[src/hw/rtl/tdbl_pkg.sv]
// Shared constants and types for the tree distance engine.
package tdbl_pkg;

  localparam int NODE_W  = 10;
  localparam int DEPTH_W = 10;
  localparam int DIST_W  = 11;
  localparam int LVL_W   = 5;
  localparam int REQ_W   = 2;

  localparam int DEF_MAX_NODES   = 1024;
  localparam int DEF_JUMP_LEVELS = 10;

  localparam logic [NODE_W-1:0]  NODE_COUNT_RST = NODE_W'(1);
  localparam logic [DEPTH_W-1:0] DEPTH_MAX      = '1;

  // request codes
  localparam logic [REQ_W-1:0] REQ_LOAD  = 2'd0;
  localparam logic [REQ_W-1:0] REQ_BUILD = 2'd1;
  localparam logic [REQ_W-1:0] REQ_QUERY = 2'd2;

  // store access issued by the sequencer, read data back in the following cycle
  typedef struct packed {
    logic               depth_we;
    logic [NODE_W-1:0]  depth_wnode;
    logic [DEPTH_W-1:0] depth_wdata;
    logic [NODE_W-1:0]  depth_rnode;
    logic               jump_we;
    logic [NODE_W-1:0]  jump_wnode;
    logic [LVL_W-1:0]   jump_wlvl;
    logic [NODE_W-1:0]  jump_wdata;
    logic [NODE_W-1:0]  jump_rnode_a;
    logic [LVL_W-1:0]   jump_rlvl_a;
    logic [NODE_W-1:0]  jump_rnode_b;
    logic [LVL_W-1:0]   jump_rlvl_b;
  } store_req_t;

  typedef struct packed {
    logic [DEPTH_W-1:0] depth_rdata;
    logic [NODE_W-1:0]  jump_rdata_a;
    logic [NODE_W-1:0]  jump_rdata_b;
  } store_rsp_t;

  typedef struct packed {
    logic              answer_valid;
    logic [NODE_W-1:0] common_ancestor;
    logic [DIST_W-1:0] distance;
  } res_t;

endpackage

[src/hw/rtl/tdbl_seq.sv]
// Sequencer for load, table build and lifting query over the shared store.
module tdbl_seq #(
  parameter int MAX_NODES   = tdbl_pkg::DEF_MAX_NODES,
  parameter int JUMP_LEVELS = tdbl_pkg::DEF_JUMP_LEVELS
) (
  input  logic                          clk,
  input  logic                          rst_n,
  input  logic                          start,
  input  logic [tdbl_pkg::REQ_W-1:0]    req_type,
  input  logic [tdbl_pkg::NODE_W-1:0]   node_a,
  input  logic [tdbl_pkg::NODE_W-1:0]   node_b,
  input  logic [tdbl_pkg::NODE_W-1:0]   node_count,
  output logic                          idle,
  output logic                          res_valid,
  output tdbl_pkg::res_t                res,
  input  logic                          res_take,
  output tdbl_pkg::store_req_t          store_req,
  input  tdbl_pkg::store_rsp_t          store_rsp
);

  localparam int NODE_W  = tdbl_pkg::NODE_W;
  localparam int DEPTH_W = tdbl_pkg::DEPTH_W;
  localparam int DIST_W  = tdbl_pkg::DIST_W;
  localparam int LVL_W   = tdbl_pkg::LVL_W;
  localparam int GAP_W   = ((JUMP_LEVELS > DEPTH_W) ? JUMP_LEVELS : DEPTH_W) + 1;
  localparam logic [LVL_W-1:0] LVL_TOP = LVL_W'(JUMP_LEVELS - 1);

  typedef enum logic [4:0] {
    S_IDLE, S_LD_RD, S_LD_WR,
    S_BLD_INIT, S_BLD_RD1, S_BLD_RD2, S_BLD_WR,
    S_Q_RDX, S_Q_RDY, S_Q_SORT, S_Q_LIFT, S_Q_LIFT_WT, S_Q_CHK,
    S_Q_PAIR, S_Q_PAIR_WT, S_Q_PAR, S_Q_PAR_WT, S_Q_DEP, S_Q_DIST,
    S_DONE
  } state_t;

  state_t               state_r, state_nxt;
  logic [NODE_W-1:0]    x_r, x_nxt;
  logic [NODE_W-1:0]    y_r, y_nxt;
  logic [NODE_W-1:0]    idx_r, idx_nxt;
  logic [NODE_W-1:0]    last_r, last_nxt;
  logic [NODE_W-1:0]    lca_r, lca_nxt;
  logic [LVL_W-1:0]     lvl_r, lvl_nxt;
  logic [DEPTH_W-1:0]   gap_r, gap_nxt;
  logic [DEPTH_W-1:0]   dx_r, dx_nxt;
  logic [DIST_W-1:0]    dsum_r, dsum_nxt;
  tdbl_pkg::res_t       res_r, res_nxt;

  logic [GAP_W-1:0]     pow;
  logic [GAP_W-1:0]     gap_ext;
  logic [DIST_W+1:0]    diff;
  logic [NODE_W-1:0]    last_c;
  logic                 load_ok;
  logic [DEPTH_W-1:0]   rd_depth;

  function automatic logic [NODE_W-1:0] clip_node(input logic [NODE_W-1:0] v);
    clip_node = (32'(v) < MAX_NODES) ? v : '0;
  endfunction

  assign pow      = GAP_W'(1) << lvl_r;
  assign gap_ext  = GAP_W'(gap_r);
  assign rd_depth = store_rsp.depth_rdata;
  assign diff     = (DIST_W + 2)'(dsum_r) - (DIST_W + 2)'({rd_depth, 1'b0});
  assign last_c   = (32'(node_count) > MAX_NODES - 1) ? NODE_W'(MAX_NODES - 1) : node_count;
  assign load_ok  = (node_a != '0) && (32'(node_a) < MAX_NODES) && (32'(node_b) < MAX_NODES);

  always_comb begin
    state_nxt = state_r;
    x_nxt     = x_r;
    y_nxt     = y_r;
    idx_nxt   = idx_r;
    last_nxt  = last_r;
    lca_nxt   = lca_r;
    lvl_nxt   = lvl_r;
    gap_nxt   = gap_r;
    dx_nxt    = dx_r;
    dsum_nxt  = dsum_r;
    res_nxt   = res_r;

    store_req              = '0;
    store_req.depth_rnode  = x_r;
    store_req.jump_rnode_a = x_r;
    store_req.jump_rlvl_a  = lvl_r;
    store_req.jump_rnode_b = y_r;
    store_req.jump_rlvl_b  = lvl_r;

    case (state_r)
      S_IDLE: begin
        if (start) begin
          x_nxt   = node_a;
          y_nxt   = node_b;
          res_nxt = '0;
          case (req_type)
            tdbl_pkg::REQ_LOAD:  state_nxt = load_ok ? S_LD_RD : S_DONE;
            tdbl_pkg::REQ_BUILD: state_nxt = S_BLD_INIT;
            tdbl_pkg::REQ_QUERY: begin
              x_nxt     = clip_node(node_a);
              y_nxt     = clip_node(node_b);
              state_nxt = S_Q_RDX;
            end
            default: state_nxt = S_DONE;
          endcase
        end
      end
      S_LD_RD: begin
        store_req.depth_rnode = y_r;
        state_nxt = S_LD_WR;
      end
      S_LD_WR: begin
        store_req.depth_we    = 1'b1;
        store_req.depth_wnode = x_r;
        if (y_r == '0) begin
          store_req.depth_wdata = '0;
        end else if (rd_depth == tdbl_pkg::DEPTH_MAX) begin
          store_req.depth_wdata = tdbl_pkg::DEPTH_MAX;
        end else begin
          store_req.depth_wdata = rd_depth + DEPTH_W'(1);
        end
        store_req.jump_we    = 1'b1;
        store_req.jump_wnode = x_r;
        store_req.jump_wlvl  = '0;
        store_req.jump_wdata = y_r;
        state_nxt = S_DONE;
      end
      S_BLD_INIT: begin
        idx_nxt   = NODE_W'(1);
        lvl_nxt   = LVL_W'(1);
        last_nxt  = last_c;
        state_nxt = (last_c == '0) ? S_DONE : S_BLD_RD1;
      end
      S_BLD_RD1: begin
        store_req.jump_rnode_a = idx_r;
        store_req.jump_rlvl_a  = lvl_r - LVL_W'(1);
        state_nxt = S_BLD_RD2;
      end
      S_BLD_RD2: begin
        store_req.jump_rnode_a = store_rsp.jump_rdata_a;
        store_req.jump_rlvl_a  = lvl_r - LVL_W'(1);
        state_nxt = S_BLD_WR;
      end
      S_BLD_WR: begin
        store_req.jump_we    = 1'b1;
        store_req.jump_wnode = idx_r;
        store_req.jump_wlvl  = lvl_r;
        store_req.jump_wdata = store_rsp.jump_rdata_a;
        if (idx_r == last_r) begin
          if (lvl_r == LVL_TOP) begin
            state_nxt = S_DONE;
          end else begin
            lvl_nxt   = lvl_r + LVL_W'(1);
            idx_nxt   = NODE_W'(1);
            state_nxt = S_BLD_RD1;
          end
        end else begin
          idx_nxt   = idx_r + NODE_W'(1);
          state_nxt = S_BLD_RD1;
        end
      end
      S_Q_RDX: begin
        state_nxt = S_Q_RDY;
      end
      S_Q_RDY: begin
        dx_nxt = rd_depth;
        store_req.depth_rnode = y_r;
        state_nxt = S_Q_SORT;
      end
      S_Q_SORT: begin
        dsum_nxt = DIST_W'(dx_r) + DIST_W'(rd_depth);
        if (dx_r < rd_depth) begin
          x_nxt   = y_r;
          y_nxt   = x_r;
          gap_nxt = rd_depth - dx_r;
        end else begin
          gap_nxt = dx_r - rd_depth;
        end
        lvl_nxt   = LVL_TOP;
        state_nxt = S_Q_LIFT;
      end
      S_Q_LIFT: begin
        if (gap_ext >= pow) begin
          state_nxt = S_Q_LIFT_WT;
        end else if (lvl_r == '0) begin
          state_nxt = S_Q_CHK;
        end else begin
          lvl_nxt = lvl_r - LVL_W'(1);
        end
      end
      S_Q_LIFT_WT: begin
        x_nxt   = store_rsp.jump_rdata_a;
        gap_nxt = DEPTH_W'(gap_ext - pow);
        if (lvl_r == '0) begin
          state_nxt = S_Q_CHK;
        end else begin
          lvl_nxt   = lvl_r - LVL_W'(1);
          state_nxt = S_Q_LIFT;
        end
      end
      S_Q_CHK: begin
        if (x_r == y_r) begin
          lca_nxt   = x_r;
          state_nxt = S_Q_DEP;
        end else begin
          lvl_nxt   = LVL_TOP;
          state_nxt = S_Q_PAIR;
        end
      end
      S_Q_PAIR: begin
        state_nxt = S_Q_PAIR_WT;
      end
      S_Q_PAIR_WT: begin
        if (store_rsp.jump_rdata_a != store_rsp.jump_rdata_b) begin
          x_nxt = store_rsp.jump_rdata_a;
          y_nxt = store_rsp.jump_rdata_b;
        end
        if (lvl_r == '0) begin
          state_nxt = S_Q_PAR;
        end else begin
          lvl_nxt   = lvl_r - LVL_W'(1);
          state_nxt = S_Q_PAIR;
        end
      end
      S_Q_PAR: begin
        store_req.jump_rlvl_a = '0;
        state_nxt = S_Q_PAR_WT;
      end
      S_Q_PAR_WT: begin
        lca_nxt   = store_rsp.jump_rdata_a;
        state_nxt = S_Q_DEP;
      end
      S_Q_DEP: begin
        store_req.depth_rnode = lca_r;
        state_nxt = S_Q_DIST;
      end
      S_Q_DIST: begin
        res_nxt.answer_valid    = 1'b1;
        res_nxt.common_ancestor = lca_r;
        res_nxt.distance        = diff[DIST_W+1] ? '0 : DIST_W'(diff);
        state_nxt = S_DONE;
      end
      S_DONE: begin
        if (res_take) begin
          state_nxt = S_IDLE;
        end
      end
      default: state_nxt = S_IDLE;
    endcase
  end

  always_ff @(posedge clk) begin
    if (!rst_n) begin
      state_r <= S_IDLE;
    end else begin
      state_r <= state_nxt;
    end
    x_r    <= x_nxt;
    y_r    <= y_nxt;
    idx_r  <= idx_nxt;
    last_r <= last_nxt;
    lca_r  <= lca_nxt;
    lvl_r  <= lvl_nxt;
    gap_r  <= gap_nxt;
    dx_r   <= dx_nxt;
    dsum_r <= dsum_nxt;
    res_r  <= res_nxt;
  end

  assign idle      = (state_r == S_IDLE);
  assign res_valid = (state_r == S_DONE);
  assign res       = res_r;

endmodule

[config.mk]
export PLATFORM = sky130hd
export DESIGN_NAME = tdbl_seq
export DESIGN_NICKNAME = d
export VERILOG_FILES = /design/src/hw/rtl/tdbl_pkg.sv /design/src/hw/rtl/tdbl_seq.sv
export SDC_FILE = /design/constraint.sdc
export NUM_CORES = 1
export LEC_CHECK = 0
export ABC_AREA = 1
export BUFFER_PORTS_ARGS = -buffer_cell sky130_fd_sc_hd__buf_2
export CORE_MARGIN = 5
export CORE_UTILIZATION = 56
export CTS_CLUSTER_SIZE = 10
export DETAILED_ROUTE_END_ITERATION = 12
export PLACE_DENSITY = 0.81
export SYNTH_ARGS = -nofsm -noshare
export SYNTH_HDL_FRONTEND = slang
export SYNTH_SLANG_ARGS = --single-unit
[constraint.sdc]
create_clock -name clk -period 9.73 [get_ports clk]
set_clock_uncertainty 0.15 [all_clocks]
set_input_delay 2.4325 -clock clk [delete_from_list [all_inputs] [get_ports clk]]
set_output_delay 2.4325 -clock clk [all_outputs]
set_load 0.05 [all_outputs]
==> impl_results.md, run 1 <==
- Wire length per cell after detailed routing: 17.92 µm
- DIE AREA: 18240 µm²
- Overall overflow remaining after global route: 0
- Number of buffers inserted during clock tree synthesis: 17
- Worst-path maximum fanout: 8
- Switching share of power: 0.5226
- Clk sinks: 113
- Launching element type of the critical path: input pin
- Fraction of layout instances using a drive strength above 1: 0.1856
- Resize count post-CTS: 0
- Seq/Total Area, Yosys: 0.3818
- Sort of element at the end of the critical path: primary output
- Net Switching: 1.558 mW
- Data required time at the worst endpoint: 7.15 ns
- Setup fix buffers added after clock tree synthesis: 0
- Arr. time, crit path: 4.33 ns
- Most area-consuming cells after synthesis: sky130_fd_sc_hd__edfxtp_1 37%, sky130_fd_sc_hd__nand2_1 12%, sky130_fd_sc_hd__ha_1 8.7%
- Clock network latency to the later pin of the worst-skew pair: 0.43 ns
- Rows: 45
- Type of the most critical hold path: register to register
- Library cell occupying the most area in the post-synthesis netlist: sky130_fd_sc_hd__edfxtp_1
- Netlist cell types: 43
- Post-Route Setup TNS: 0 ns
- Post-synth ARST share: 0
- Min cycle time layout: 6.914 ns
- Drc violations: 0
- RSZ-0062 raised after global routing: no
- Pre-Repair DR Iteration Count: 6
- Area growth, synth to finish: 19.01%
- Synthesized instance count: 1127
- DRC violation total after the first TritonRoute iteration: 1190
- Maximum number of pins on one net before global-route repair: 32
- Initial antenna violation count: 4
- Total of flip-flops plus latches after synthesis: 113
- Netlist area before placement: 8756 µm²
- Predominant post-synthesis flop cell: sky130_fd_sc_hd__edfxtp_1
- Outcome: complete, no violations
- Effective utilization at floorplan: 0.5738
- Count of yosys warnings during synthesis: 0
- Floorplan Core Area: 15260 µm²
- Fraction of post-synthesis cell area in the top cell type by area: 0.3704
- Clock input transition at the sequential cells of the worst setup and hold paths: 0.05 ns
- Commonest cells in the netlist: 270 x sky130_fd_sc_hd__nand2_1, 165 x sky130_fd_sc_hd__inv_1, 135 x sky130_fd_sc_hd__nor2_1
- CTS Hold Bufs: 0
- Power density of the placed cells: 286.1 nW/µm²
- Average cell area after synthesis: 7.769 µm²
- Final number of max-transition violations: 0
- Number of setup violations in the final report: 0
- Detailed-placement wirelength estimate: 20.47 mm
- Via Count: 8872
- Final number of hold-violating endpoints: 0
- Portion of the clock cycle consumed by the worst path in the final layout: 0.7106
- Worst-margin pin slew: 0.9517 ns
- Buffer levels on the longest clock path: 2
- Vias per Instance: 5.802
- First-pass GRT wire length: 42.41 mm
- Post-route ant nets: 0
- Number of enable-type register cells in the synthesized netlist: 108
- Max VDD drop: 0.1883 mV
- Total power: 2.982 mW
- Worst Hold Slack: 0.4117 ns
- Leakage power summed over all cells: 5.116 nW
- Proportion of power drawn by the clock network: 0.207
- Via count of the first global-routing pass: 8179
- IO Port Bufs: 176
- Total track usage: 0.2937
- Nets in the synthesized netlist: 1259
- Htree depth: 4
- Die width: 135.0 µm
- Combinational share of power: 0.523
- Detailed-route wire length: 27.41 mm
- Type of the worst setup path: input pin to primary output
- Maximum frequency from static timing analysis: 144.6 MHz
- Weighted congestion at the end of routability-driven global placement: 0.9620
- Worst slew margin relative to its limit: 0.3621
- Power Internal: 1.423 mW
- I/O Pins: 177
- Sequential Power Share: 0.270
- Clock root buffer: sky130_fd_sc_hd__clkbuf_16
- CTS tree: done
- Max capacitance violation total: 0
- Final net count: 1435
- Library cell with the highest instance count after synthesis: sky130_fd_sc_hd__nand2_1
- Vertical die dimension: 135.0 µm
through the flow:
stage | setup WS (ns) | area, µm² | std cells | util
floorplan | 2.858 | 8756 | 1127 | -
global placement | 2.929 | 9837 | 1495 | 0.6447
detailed placement | 2.878 | 9837 | 1495 | 0.6447
CTS | 2.881 | 10410 | 1526 | 0.6824
global route | 2.636 | 10420 | 1529 | 0.6829
finish | 2.816 | 10420 | 1529 | 0.6829
registers in the layout (all words and copies together) (netlist names):
signal / flops
y_r: 10
res: 22
state_r: 5
lca_r: 10
dx_r: 10
last_r: 10
x_r: 10
lvl_r: 5
idx_r: 10
gap_r: 10
dsum_r: 11
worst paths after layout:
check | start | end | cells after the start | slack, ns
max | store_rsp[21] | store_req[68] | 9 | 2.82
min | lca_r[5] | res[16] | 2 | 0.41
max reg2reg | dx_r[3] | x_r[8] | 8 | 6.39
min reg2reg | lca_r[5] | res[16] | 2 | 0.41
cells in the final DEF (no fill, tap or decap), types with 3 or more instances in the layout:
master,synthesis,routed
sky130_fd_sc_hd__nand3_1,30,30
sky130_fd_sc_hd__o21ai_0,37,37
sky130_fd_sc_hd__xnor2_1,17,17
sky130_fd_sc_hd__o21ai_1,4,4
sky130_fd_sc_hd__o21bai_1,5,5
sky130_fd_sc_hd__fa_1,5,5
sky130_fd_sc_hd__clkinv_1,4,5
sky130_fd_sc_hd__a22oi_1,8,8
sky130_fd_sc_hd__a21oi_1,59,59
sky130_fd_sc_hd__nor2_1,135,134
sky130_fd_sc_hd__buf_4,1,6
sky130_fd_sc_hd__nor2_4,3,3
sky130_fd_sc_hd__inv_1,165,165
sky130_fd_sc_hd__or2_2,5,5
sky130_fd_sc_hd__clkbuf_16,0,17
sky130_fd_sc_hd__o31ai_1,3,3
sky130_fd_sc_hd__bufinv_16,0,3
sky130_fd_sc_hd__edfxtp_1,108,108
sky130_fd_sc_hd__o221ai_1,32,32
sky130_fd_sc_hd__o22ai_1,26,26
sky130_fd_sc_hd__a31oi_1,5,5
sky130_fd_sc_hd__inv_2,11,11
sky130_fd_sc_hd__nand2_1,270,270
sky130_fd_sc_hd__nor2_2,6,7
sky130_fd_sc_hd__nand4_1,16,16
sky130_fd_sc_hd__ha_1,61,61
sky130_fd_sc_hd__buf_2,13,176
sky130_fd_sc_hd__diode_2,0,3
sky130_fd_sc_hd__clkinv_2,0,5
sky130_fd_sc_hd__nor3_1,16,15
sky130_fd_sc_hd__xor2_1,40,40
sky130_fd_sc_hd__dfxtp_1,5,5
sky130_fd_sc_hd__a21o_1,4,4
sky130_fd_sc_hd__o211ai_1,4,4
logic make-up after synthesis:
kind of cell,Yosys count,synth area share
AND/OR/NAND/NOR,493,0.2346
buffers and inverters,205,0.09045
AO/OA/AOI/OAI,193,0.1375
flip-flops,113,0.3818
adder cells (fa/ha/maj),66,0.09860
XOR/XNOR,57,0.05702
per-layer routing:
metal | global-route usage | part of all wire | vias to the layer above
met5 | 0 | 0.00069 | -
met4 | 0.09574 | 0.026 | 2
met3 | 0.06110 | 0.12 | 76
met2 | 0.4719 | 0.46 | 641
met1 | 0.3994 | 0.40 | 4042
li1 | - | - | 4111
critical path, cell delays in order:
cell and delay, ns:
sky130_fd_sc_hd__buf_2 0.24, sky130_fd_sc_hd__ha_1 0.24, sky130_fd_sc_hd__nand3_1 0.12, sky130_fd_sc_hd__nor2_1 0.19
sky130_fd_sc_hd__nand4_1 0.13, sky130_fd_sc_hd__inv_1 0.10, sky130_fd_sc_hd__nand3_1 0.25, sky130_fd_sc_hd__a21oi_1 0.31
sky130_fd_sc_hd__buf_2 0.31
layout make-up:
cell class	instances	area (µm²)
Fill cell	1279	4838
Multi-Input combinational cell	809	4628
Sequential cell	113	3343
Timing Repair Buffer	182	925.9
Inverter	180	675.6
Clock buffer	19	432.9
Tap cell	211	264.0
Clock inverter	12	142.6
Antenna cell	3	7.507
power groups by stage:
stage,Sequential (mW),Combinational (mW),Clock [mW]
finish,0.805,1.56,0.619
floorplan,0.981,0.948,0
CTS,0.799,1.54,0.620
global route,0.814,1.63,0.642
global placement,0.803,1.52,0
detailed placement,0.807,1.53,0
Power figures use the tool's default switching activity.
==> run 2: changes to the inputs <==
- clock period: 9.73 -> 6.65 ns (I/O delays scaled with it)
==> run 2 against run 1 <==
Compared with the run above: non-clock buffer count stayed put; sequential share of layout area is 0.12 points lower; clock power is 59% higher; global-route usage is 0.074 points lower; combinational power is 46% higher; hold slack better by 0.0027 ns; via count is 2.7% lower; register-to-register slack worse by 2.9 ns.
==> impl_results.md, run 2 (synthesized netlist as in run 1, its figures left out) <==
- Outcome: complete, no violations
- Buffer levels on the longest clock path: 2 (unchanged)
- Floorplan Core Area: 15260 µm² (unchanged)
- Clk sinks: 113 (unchanged)
- Instance count after placement with tap cells included: 1495 (unchanged)
- Power density of the placed cells: 423.6 nW/µm² (+48%)
- Type of the most critical hold path: register to register
- Min cycle time layout: 5.345 ns
- Commonest cells after routing, fill and taps aside: 270 x sky130_fd_sc_hd__nand2_1, 176 x sky130_fd_sc_hd__buf_2, 165 x sky130_fd_sc_hd__inv_1, 134 x sky130_fd_sc_hd__nor2_1, 108 x sky130_fd_sc_hd__edfxtp_1
- Vertical die dimension: 135.0 µm (unchanged)
- Die width: 135.0 µm (unchanged)
- Clock network latency to the later pin of the worst-skew pair: 0.42 ns (about the same)
- Switching share of power: 0.5123 (-0.01032)
- Metal-1 WL: 11.23 mm (+3.0%)
- Detailed-route wire length: 27.24 mm (-0.63%)
- Worst slew margin relative to its limit: 0.2392 (-0.1229)
- Max capacitance violation total: 0 (unchanged)
- Overall overflow remaining after global route: 0 (unchanged)
- Length of routed met2 wiring: 12.33 mm (-1.4%)
- Number of buffers inserted during clock tree synthesis: 17 (unchanged)
- Fraction of layout instances using a drive strength above 1: 0.1849 (-0.0006198)
- Effective utilization at floorplan: 0.5738 (unchanged)
- Sort of element at the end of the critical path: primary output
- Via Count: 8633 (-2.7%)
- Setup fix buffers added after clock tree synthesis: 0 (unchanged)
- Max VDD drop: 0.2946 mV (+57%)
- CTS Hold Bufs: 0 (unchanged)
- IO Port Bufs: 176 (unchanged)
- Initial antenna violation count: 1 (-3)
- Post-route ant nets: 0 (unchanged)
- Maximum number of pins on one net before global-route repair: 32 (unchanged)
- Clock input transition at the sequential cells of the worst setup and hold paths: 0.06 ns (about the same)
- Final number of hold-violating endpoints: 0 (unchanged)
- First-pass GRT wire length: 42.11 mm (-0.72%)
- Number of flip-flops in the largest register: 22 (unchanged)
- Worst-margin pin slew: 1.137 ns (+0.1853 ns)
- Data required time at the worst endpoint: 4.84 ns (-2.31 ns)
- Met3 routed wirelength: 2.967 mm (-9.5%)
- Vias per Instance: 5.654 (-2.6%)
- Most common cell after layout, fill and taps aside: sky130_fd_sc_hd__nand2_1
- Type of the worst setup path: input pin to primary output
- Sequential Power Share: 0.266 (-0.004)
- DIE AREA: 18240 µm² (unchanged)
- Topmost layer with routed signal wires: met4
- Proportion of power drawn by the clock network: 0.223 (+0.016)
- Launching element type of the critical path: input pin
- Maximum frequency from static timing analysis: 187.1 MHz
- Area of the multi-input gates: 4623 µm² (-0.11%)
- Final number of max-transition violations: 0 (unchanged)
- Fillcell total: 1294 (+1.2%)
- Net Switching: 2.269 mW (+46%)
- Leakage power summed over all cells: 5.130 nW (+0.28%)
- Number of setup violations in the final report: 0 (unchanged)
- Via count of the first global-routing pass: 8143 (-0.44%)
- CTS tree: done
- Final design area excluding fillers: 10460 µm² (+0.36%)
- I/O Pins: 177 (unchanged)
- Final net count: 1435 (unchanged)
- Portion of the clock cycle consumed by the worst path in the final layout: 0.8038
- Resize count post-CTS: 0 (unchanged)
- DRC violation total after the first TritonRoute iteration: 930 (-22%)
- RSZ-0062 raised after global routing: no
- Post-route worst setup slack: 1.305 ns (-1.511 ns)
- Weighted congestion at the end of routability-driven global placement: 0.9606 (-0.15%)
- Post-Place Cell Area: 9832 µm² (about the same)
- Area growth, synth to finish: 19.43%
- Power Internal: 2.160 mW (+52%)
- Drc violations: 0 (unchanged)
- Register area: 3343 µm² (unchanged)
- Combinational share of power: 0.511 (-0.012)
- Arr. time, crit path: 3.53 ns (-0.80 ns)
- Detailed-placement wirelength estimate: 20.80 mm (+1.6%)
- Worst Setup Slack post-DPL: 1.341 ns (-1.537 ns)
- Clock root buffer: sky130_fd_sc_hd__clkbuf_16
- Pre-Repair DR Iteration Count: 6 (unchanged)
- Htree depth: 4 (unchanged)
- Rows: 45 (unchanged)
- Post-Route Setup TNS: 0 ns (unchanged)
- Number of standard cells in the final layout excluding fillers: 1527 (-0.13%)
- Worst-path maximum fanout: 8 (unchanged)
- Worst Hold Slack: 0.4144 ns (+0.002730 ns)
- Total track usage: 0.2930 (-0.0007365)
- Wire length per cell after detailed routing: 17.84 µm (-0.50%)
run 2: layer usage:
metal | up-vias | track usage
met4 | 0 | 0.09798
met2 | 499 | 0.4711
met3 | 70 | 0.06706
met1 | 3949 | 0.3931
met5 | - | 0
li1 | 4115 | -
run 2: worst paths after layout:
kind / startpoint / endpoint / slack, ns / cells past startpoint
setup / recovery: store_rsp[21] / store_req[68] / 1.30 / 9
hold / removal: lca_r[1] / res[12] / 0.41 / 2
setup reg to reg: lvl_r[1] / lvl_r[0] / 3.46 / 13
hold reg to reg: lca_r[1] / res[12] / 0.41 / 2
run 2: critical path, stage by stage:
cell                      delay, ns
sky130_fd_sc_hd__buf_2         0.22
sky130_fd_sc_hd__ha_1          0.23
sky130_fd_sc_hd__nand3_1       0.12
sky130_fd_sc_hd__nor2_1        0.17
sky130_fd_sc_hd__nand4_1       0.12
sky130_fd_sc_hd__inv_1         0.09
sky130_fd_sc_hd__nand3_1       0.26
sky130_fd_sc_hd__a21oi_1       0.33
sky130_fd_sc_hd__buf_2         0.32
run 2: stage by stage:
step / util / total power [mW]
2_1_floorplan: - / 2.823
3_3_place_gp: 0.6444 / 3.395
3_5_place_dp: 0.6444 / 3.415
4_1_cts: 0.6850 / 4.400
5_1_grt: 0.6852 / 4.603
6_report: 0.6854 / 4.430
run 2: power groups by stage:
stage | clock, mW | combinational, mW | sequential [mW]
after detailed placement | 0 | 2.23 | 1.18
after global placement | 0 | 2.22 | 1.18
final | 0.986 | 2.27 | 1.18
after floorplan | 0 | 1.39 | 1.43
after global routing | 1.01 | 2.40 | 1.19
after CTS | 0.983 | 2.25 | 1.17
run 2: cell type report:
cell class | count | area share
Multi-Input combinational cell | 809 | 0.4421
Sequential cell | 113 | 0.3197
Timing Repair Buffer | 182 | 0.08854
Inverter | 180 | 0.06461
Clock buffer | 18 | 0.04104
Tap cell | 211 | 0.02525
Clock inverter | 12 | 0.01831
Antenna cell | 2 | 0.0004786
==> run 3: changes to the inputs <==
- clock period: 6.65 -> 5 ns (I/O delays scaled with it)
==> run 3 against run 2 <==
Compared with the run above: core utilization is 0.30 points lower; routed wire length is 1.2% lower; combinational power is 33% higher; clock power is 20% higher; total power is 30% higher.
==> impl_results.md, run 3 (synthesized netlist as in run 1, its figures left out) <==
- Net Switching: 3.026 mW (+33%)
- Commonest cells after routing, fill and taps aside: 270 x sky130_fd_sc_hd__nand2_1, 176 x sky130_fd_sc_hd__buf_2, 165 x sky130_fd_sc_hd__inv_1, 134 x sky130_fd_sc_hd__nor2_1, 108 x sky130_fd_sc_hd__edfxtp_1
- Power Internal: 2.731 mW (+26%)
- Weighted congestion at the end of routability-driven global placement: 0.9507 (-1.0%)
- Worst-margin pin slew: 1.096 ns (-0.04129 ns)
- Wire length per cell after detailed routing: 17.60 µm (-1.3%)
- Initial antenna violation count: 1 (unchanged)
- CP Buf/Inv Count: 3 (unchanged)
- Sort of element at the end of the critical path: primary output
- Worst slew margin relative to its limit: 0.2669 (+0.02763)
- Final number of hold-violating endpoints: 0 (unchanged)
- Detailed-placement wirelength estimate: 20.82 mm (+0.10%)
- Portion of the clock cycle consumed by the worst path in the final layout: 0.9108
- Clk sinks: 113 (unchanged)
- Min cycle time layout: 4.554 ns
- Clock root buffer: sky130_fd_sc_hd__clkbuf_16
- Vias per Instance: 5.728 (+1.3%)
- Total track usage: 0.2865 (-0.006476)
- Worst-path maximum fanout: 8 (unchanged)
- Peak per-stage delay on the critical path: 0.35 ns (+0.02 ns)
- Power density of the placed cells: 553.0 nW/µm² (+31%)
- Reg2reg start: lvl_r[1]
- Type of the worst setup path: input pin to primary output
- Switching share of power: 0.5257 (+0.01338)
- CTS tree: done
- Fraction of layout instances using a drive strength above 1: 0.1868 (+0.001857)
- Critical path cell sequence: buf_2 -> ha_1 -> nand3_1 -> nor2_1 -> nand4_1 -> inv_1 -> nand3_1 -> a21oi_1 -> buf_2
- Final net count: 1436 (+0.070%)
- Number of flip-flops in the largest register: 22 (unchanged)
- Resize count post-CTS: 0 (unchanged)
- Maximum frequency from static timing analysis: 219.6 MHz
- Sequential Power Share: 0.271 (+0.005)
- Leakage power summed over all cells: 5.110 nW (-0.39%)
- Most common cell after layout, fill and taps aside: sky130_fd_sc_hd__nand2_1
- Floorplan Core Area: 15260 µm² (unchanged)
- DIE AREA: 18240 µm² (unchanged)
- Rows: 45 (unchanged)
- Effective utilization at floorplan: 0.5738 (unchanged)
- Total power: 5.757 mW (+30%)
- Die width: 135.0 µm (unchanged)
- Max capacitance violation total: 0 (unchanged)
- Proportion of power drawn by the clock network: 0.204 (-0.019)
- Htree depth: 4 (unchanged)
- Maximum number of pins on one net before global-route repair: 32 (unchanged)
- CP delay by family, top: buffers and inverters
- Vertical die dimension: 135.0 µm (unchanged)
- Worst Hold Slack: 0.4201 ns (+0.005681 ns)
- Post-route ant nets: 0 (unchanged)
- Clock input transition at the sequential cells of the worst setup and hold paths: 0.05 ns (about the same)
- Origin of the worst min-delay path: lca_r[0]
- Number of setup violations in the final report: 0 (unchanged)
- Buffer levels on the longest clock path: 2 (unchanged)
- Number of buffers inserted during clock tree synthesis: 17 (unchanged)
- Setup crit start: store_rsp[21]
- Clock network latency to the later pin of the worst-skew pair: 0.42 ns (about the same)
- RSZ-0062 raised after global routing: no
- I/O Pins: 177 (unchanged)
- Drc violations: 0 (unchanged)
- CTS Hold Bufs: 0 (unchanged)
- Pre-Repair DR Iteration Count: 6 (unchanged)
- IO Port Bufs: 176 (unchanged)
- First-pass GRT wire length: 41.19 mm (-2.2%)
- Via Count: 8758 (+1.4%)
- Arr. time, crit path: 3.15 ns (-0.38 ns)
- Setup fix buffers added after clock tree synthesis: 0 (unchanged)
- Outcome: complete, no violations
- Area growth, synth to finish: 18.90%
- Data required time at the worst endpoint: 3.60 ns (-1.24 ns)
- Detailed-route wire length: 26.91 mm (-1.2%)
- Final number of max-transition violations: 0 (unchanged)
- Launching element type of the critical path: input pin
- Post-Route Setup TNS: 0 ns (unchanged)
- Type of the most critical hold path: register to register
- Combinational share of power: 0.525 (+0.014)
- Max VDD drop: 0.3834 mV (+30%)
- Overall overflow remaining after global route: 0 (unchanged)
- Post-Route Utilization: 0.6823 (-0.003034)
- Via count of the first global-routing pass: 8069 (-0.91%)
- DRC violation total after the first TritonRoute iteration: 1117 (+20%)
- Slowest cell on the critical path: sky130_fd_sc_hd__a21oi_1
run 3: through the flow:
step / cell area (µm²) / worst slack [ns] / instances
CTS: 10410 / 0.4797 / 1528
global route: 10410 / 0.2733 / 1529
finish: 10410 / 0.4459 / 1529
detailed placement: 9839 / 0.5168 / 1496
global placement: 9839 / 0.5741 / 1496
floorplan: 8756 / 0.4933 / 1127
run 3: per-layer routing:
| metal | vias to the layer above | part of all wire | track usage |
|---|---|---|---|
| li1 | 4131 | - | - |
| met1 | 3949 | 0.40 | 0.3920 |
| met2 | 595 | 0.45 | 0.4447 |
| met3 | 83 | 0.12 | 0.07191 |
| met4 | 0 | 0.031 | 0.1008 |
| met5 | - | 0 | 0 |
run 3: cell type report:
type / instances / area, µm²
fill: 1244 / 4847
multi-input combinational: 809 / 4623
sequential: 113 / 3343
timing repair buffer: 183 / 933.4
inverter: 180 / 675.6
clock buffer: 18 / 429.2
tap: 211 / 264.0
clock inverter: 14 / 140.1
antenna: 1 / 2.502
run 3: path summary, 6_finish.rpt:
| check | end | slack [ns] | depth (start not counted) |
|---|---|---|---|
| worst max-delay path | store_req[66] | 0.45 | 9 |
| worst min-delay path | res[11] | 0.42 | 2 |
| worst max register to register | lvl_r[2] | 1.79 | 13 |
| worst min register to register | res[11] | 0.42 | 2 |
run 3: power by group through the flow:
stage	clock, mW	sequential (mW)	combinational [mW]
6_report	1.18	1.56	3.02
5_1_grt	1.23	1.58	3.20
4_1_cts	1.18	1.55	2.99
3_5_place_dp	0	1.57	2.97
3_3_place_gp	0	1.56	2.95
2_1_floorplan	0	1.91	1.85
run 3: worst register-to-register path: stages (launching register included):
cell                       delay [ns]
sky130_fd_sc_hd__edfxtp_1        0.49
sky130_fd_sc_hd__inv_1           0.24
sky130_fd_sc_hd__ha_1            0.24
sky130_fd_sc_hd__nand2_1         0.07
sky130_fd_sc_hd__nor2_1          0.22
sky130_fd_sc_hd__inv_1           0.08
sky130_fd_sc_hd__ha_1            0.30
sky130_fd_sc_hd__nand3_1         0.09
sky130_fd_sc_hd__nand2_1         0.12
sky130_fd_sc_hd__nand2_1         0.08
sky130_fd_sc_hd__nand2_1         0.10
sky130_fd_sc_hd__nand3_1         0.15
sky130_fd_sc_hd__nand2_1         0.10
sky130_fd_sc_hd__a21oi_1         0.43
